File: src/design/dsf_ram.sv
// Generic single-write, single-read RAM with registered read data.
module dsf_ram #(
	parameter int WIDTH = 64,
	parameter int DEPTH = 16
) (
	input  logic                                   clk,
	input  logic                                   we,
	input  logic [(DEPTH > 1 ? $clog2(DEPTH) : 1)-1:0] waddr,
	input  logic [WIDTH-1:0]                       wdata,
	input  logic                                   re,
	input  logic [(DEPTH > 1 ? $clog2(DEPTH) : 1)-1:0] raddr,
	output logic [WIDTH-1:0]                       rdata
);

	logic [WIDTH-1:0] mem_q [DEPTH];

	// Write port
	always_ff @(posedge clk) begin
		if (we) begin
			mem_q[waddr] <= wdata;
		end
	end

	// Registered read port
	always_ff @(posedge clk) begin
		if (re) begin
			rdata <= mem_q[raddr];
		end
	end

endmodule
File: config.mk
export PLATFORM = sky130hd
export DESIGN_NAME = dsf_ram
export DESIGN_NICKNAME = d
export VERILOG_FILES = /design/src/design/dsf_ram.sv
export SDC_FILE = /design/constraint.sdc
export NUM_CORES = 1
export LEC_CHECK = 0
export BUFFER_PORTS_ARGS = -buffer_cell sky130_fd_sc_hd__buf_2
export CAP_MARGIN = 0
export CORE_ASPECT_RATIO = 0.9
export CORE_MARGIN = 4
export CORE_UTILIZATION = 60
export DETAILED_ROUTE_END_ITERATION = 12
export HOLD_SLACK_MARGIN = 0.12
export PLACE_DENSITY = 0.88
export REMOVE_ABC_BUFFERS = 1
export SKIP_LAST_GASP = 1
export SYNTH_ARGS = -nofsm -noshare
export SYNTH_HDL_FRONTEND = slang
export SYNTH_SLANG_ARGS = --single-unit
File: constraint.sdc
create_clock -name clk -period 10.8 [get_ports clk]
set_input_delay 1.62 -clock clk [delete_from_list [all_inputs] [get_ports clk]]
set_output_delay 1.62 -clock clk [all_outputs]
set_load 0.02 [all_outputs]
After elaboration in Yosys (flattened, before gate mapping)
Memory sizes are Yosys's and may differ from the RTL's. A register that Yosys moved wholly into a read port is not among the register bits.
Cells that the tools add are included.
{"block": "classes", "mux": 2}
{"cell": "1-bit two-way mux", "n": 2}
{"block": "word_totals", "output_inout_bits": 64, "memories": 1, "ram_bits": 1024, "input_bits": 75, "word_cells": 3, "regBits": 0}
{"name": "mem_q", "depth": 16, "word_bits": 64, "read_ports": 1, "rd_clocked_by_memory_dff": 1, "write_ports": 1, "line": "15", "source": "logic [WIDTH-1:0] mem_q [DEPTH];"}

Depth between registers and ports, before layout
{"block": "depth", "ltp_word": 2, "depth_mapped": 6}

Worst setup path after synthesis
No wires, ideal clock.
{"block": "synth_timing", "kind": "input to register", "startpoint": "input port waddr[2] (netlist bit)", "endpoint": "memory mem_q[0][0] (enable)", "n_path_buf": 0, "slack_ns": 3.751, "setup_ns": 0.565, "required_ns": 10.235, "path_stages": 2, "arrival_ns": 6.483, "cell_sequence": "or3b_2 > nor3_1"}
{"item": "from (decl)", "line": "8", "source": "input logic [(DEPTH > 1 ? $clog2(DEPTH) : 1)-1:0] waddr,"}
{"item": "to (decl)", "line": "15"}
Straight into the memory's write port.

==> results.md <==
- Count of fill cells added during filler insertion: 3702
- Detailed Place HPWL: 46900 um
- Switching fraction of total power: 21.1%
- Number of port buffers: 138
- Total power draw: 8.76 mW
- Maximum number of pins on one net before global-route repair: 122
- CP peak stage delay: 0.99 ns
- Kind of critical path: input port to flop
- Wirelength, routed: 100000 um
- Die Wd: 281 um
- Placed Area: 0.0420 mm^2
- Share of Yosys cell area claimed by the top area cell type: 81.2%
- Critical path buffer and inverter count: 2
- Unrepaired setup endpoints after global routing: false
- TNS Setup: 0 ns
- Number of nets in the finished design: 1912
- Switching power summed over all nets: 1.85 mW
- Post-detailed-route via-to-cell ratio: 6.98
- WL per Instance: 36.0 um
- Number of buffers inserted during clock tree synthesis: 100
- Antenna-violating nets left: 0
- Clock slew at reported path FFs: 0.06 ns
- Remaining design rule violation count: 0
- Root cell of the clock tree: sky130_fd_sc_hd__clkbuf_16
- Height of the chip: 254 um
- Proportion of power drawn by the clock network: 40.3%
- Capturing element type of the critical path: flop
- TritonCTS clock tree: done
- Register share of total power: 54.8%
- Final number of setup-violating endpoints: 0
- Clock sinks: 1088
- Crit-path slowest cell: sky130_fd_sc_hd__buf_4
- Overall die area: 0.0712 mm^2
- Sequence of cells on the critical path: buf_8, buf_4, mux4_2, a22oi_1, nand2_1
- Final weighted congestion in routability-driven placement: 0.730
- Share of cells above drive strength 1: 30.9%
- Worst-case clock skew: 0.0243 ns
- Vias in the first global route: 20900
- Logic pwr share: 4.9%
- Hold Startpoint: mem_q[14][31]
- Cells after synthesis: 1647
- Initial Utilization: 60.9%
- Global-route wire length before repair: 145000 um
- Launch point of the critical path: raddr[0]
- Kind of path behind the tightest hold check: flop to flop
- Max transition margin: 22.3%
- Maximum resistive drop on vdd: 0.139 mV
- Number of endpoints with negative hold slack in the final report: 0
- Standard-cell row count: 89
- Required @ worst endpoint: 11.19 ns
- Minimum period implied by the final worst setup slack: 3.93 ns
- Post-synthesis sequential area ratio: 81.2%
- Yosys reg bits: 1088
- # Max-Cap Violations: 0
- Final period util: 36.4%
- Overall overflow remaining after global route: 0
- Hold WS: 0.744 ns
- Worst setup SP type: input port
- Post-CTS Repair Setup Buffers: 0
- Worst endpoint data arrival time: 4.32 ns
- CORE AREA: 0.0660 mm^2
- Crit path max fanout: 65
- Final number of max-transition violations: 0
- Number of library cell types mapped by synthesis: 17
- Power per cell area: 194 mW/mm^2
- Largest delay contributor family on the critical path: buffers and inverters
- Initial antenna violation count: 8
- Internal power: 6.91 mW
- Final design area excluding fillers: 0.0452 mm^2
- Run status: finished clean
- Length of the first detailed-routing pass in iterations: 5
- Transition at the pin with the smallest max-transition slack: 1.17 ns
- Synthesized area: 0.0402 mm^2
- Start of the worst register-to-register path: mem_q[2][16]
- Layout overhead on the synthesized area: 12.3%
- Count of routing violations after the opening detailed-route iteration: 3138
- Top cells by area, synth: sky130_fd_sc_hd__edfxtp_1 (81%), sky130_fd_sc_hd__mux4_2 (14%), sky130_fd_sc_hd__a22oi_1 (2.4%)
- Post-synth top area cell: sky130_fd_sc_hd__edfxtp_1
- Clock insertion delay at the later pin of the skew report: 0.68 ns
- # hold bufs at CTS: 0
- Aggregate global-route resource usage: 28.8%
- Upper clock frequency limit: 254 MHz
- CTS-repair resized insts: 0
- Average instance area after synthesis: 24.4 um^2
- CTS Buffer Depth: 3
- Number of vias after detailed routing: 19400
- Deepest level of the CTS H-tree: 3
- Total leakage power: 14.4 nW
- Ports placed on the boundary: 139
- Yosys warns: 0
## registers in the layout (all words and copies together), names as in the netlist
signal and cells:
mem_q 1024, rdata 64
## worst reg2reg max path, cell delays in order (launching register included)
cell and delay, ns:
sky130_fd_sc_hd__edfxtp_1 0.41, sky130_fd_sc_hd__mux4_2 0.51, sky130_fd_sc_hd__a22oi_1 0.26, sky130_fd_sc_hd__nand2_1 0.12
## synthesized netlist by cell type
cell type and count:
sky130_fd_sc_hd__mux4_2 256, sky130_fd_sc_hd__nor3_1 4, sky130_fd_sc_hd__buf_4 6, sky130_fd_sc_hd__or3b_2 1, sky130_fd_sc_hd__buf_1 16, sky130_fd_sc_hd__nand2b_1 2, sky130_fd_sc_hd__nand2_1 65, sky130_fd_sc_hd__edfxtp_1 1088
sky130_fd_sc_hd__clkbuf_1 36, sky130_fd_sc_hd__a22oi_1 128, sky130_fd_sc_hd__buf_2 13, sky130_fd_sc_hd__nand3_1 1, sky130_fd_sc_hd__buf_6 13, sky130_fd_sc_hd__nand3b_1 2, sky130_fd_sc_hd__and2_1 1, sky130_fd_sc_hd__nor2_1 13
sky130_fd_sc_hd__nor2b_1 2
## per-layer routing
metal | vias to the layer above | wire length [um] | global-route usage [%]
met5 | - | 37 | 0
met3 | 294 | 11500 | 6.48
li1 | 7473 | - | -
met4 | 6 | 4290 | 11.7
met2 | 1508 | 50700 | 47.0
met1 | 10100 | 33400 | 38.6
## metrics by stage
stage / std cells / worst slack, ns / utilization [%]
after floorplan: 1563 / 3.75 / -
after global placement: 2599 / 6.33 / 63.5
after detailed placement: 2599 / 6.25 / 63.5
after CTS: 2777 / 6.85 / 68.4
after global routing: 2779 / 6.64 / 68.4
final: 2780 / 6.87 / 68.4
## layout make-up
class	instances	area [um^2]	area share, %
sequential	1088	32700	72.3
multi-input combinational	475	7230	16.0
clock buffer	118	2610	5.78
tap	864	1080	2.39
timing repair buffer	172	968	2.14
clock inverter	60	609	1.35
antenna	3	7.51	0.0166
## cell usage in the layout, fill, tap and decap left out, drive strengths merged
| cell type | synthesis | layout |
|---|---|---|
| edfxtp | 1088 | 1088 |
| mux4 | 256 | 256 |
| buf | 48 | 172 |
| a22oi | 128 | 128 |
| clkbuf | 36 | 118 |
| nand2 | 65 | 65 |
| clkinv | 0 | 38 |
| nor2 | 13 | 13 |
| bufinv | 0 | 11 |
| clkinvlp | 0 | 8 |
| nor3 | 4 | 4 |
| diode | 0 | 3 |
| inv | 0 | 3 |
| nor2b | 2 | 2 |
| nand3b | 2 | 2 |
| nand2b | 2 | 2 |
| and2 | 1 | 1 |
| nand3 | 1 | 1 |
| or3b | 1 | 1 |
## kinds of logic (layout without fill, tap and decap cells)
group	Yosys count	after routing	synth area share, %
flops	1088	1088	81.2
simple gates	91	91	0.927
compound gates	128	128	2.39
other cells	0	3	0
mux	256	256	14.3
buf+inv	84	350	1.12
## power by group through the flow
stage          sequential (mW)  combinational, mW  clock (mW)
4_1_cts                   4.80              0.427        3.56
2_1_floorplan             4.90              0.181           0
3_3_place_gp              4.87              0.396           0
6_report                  4.80              0.428        3.53
3_5_place_dp              4.88              0.417           0
5_1_grt                   4.80              0.454        3.75
## worst paths after layout
path	to	slack [ns]	cells after the start
worst min register to register	rdata[31]	0.74	3
worst min-delay path	rdata[31]	0.74	3
worst max-delay path	rdata[16]	6.87	5
worst max register to register	rdata[16]	9.25	3
Power figures use the tool's default switching activity.
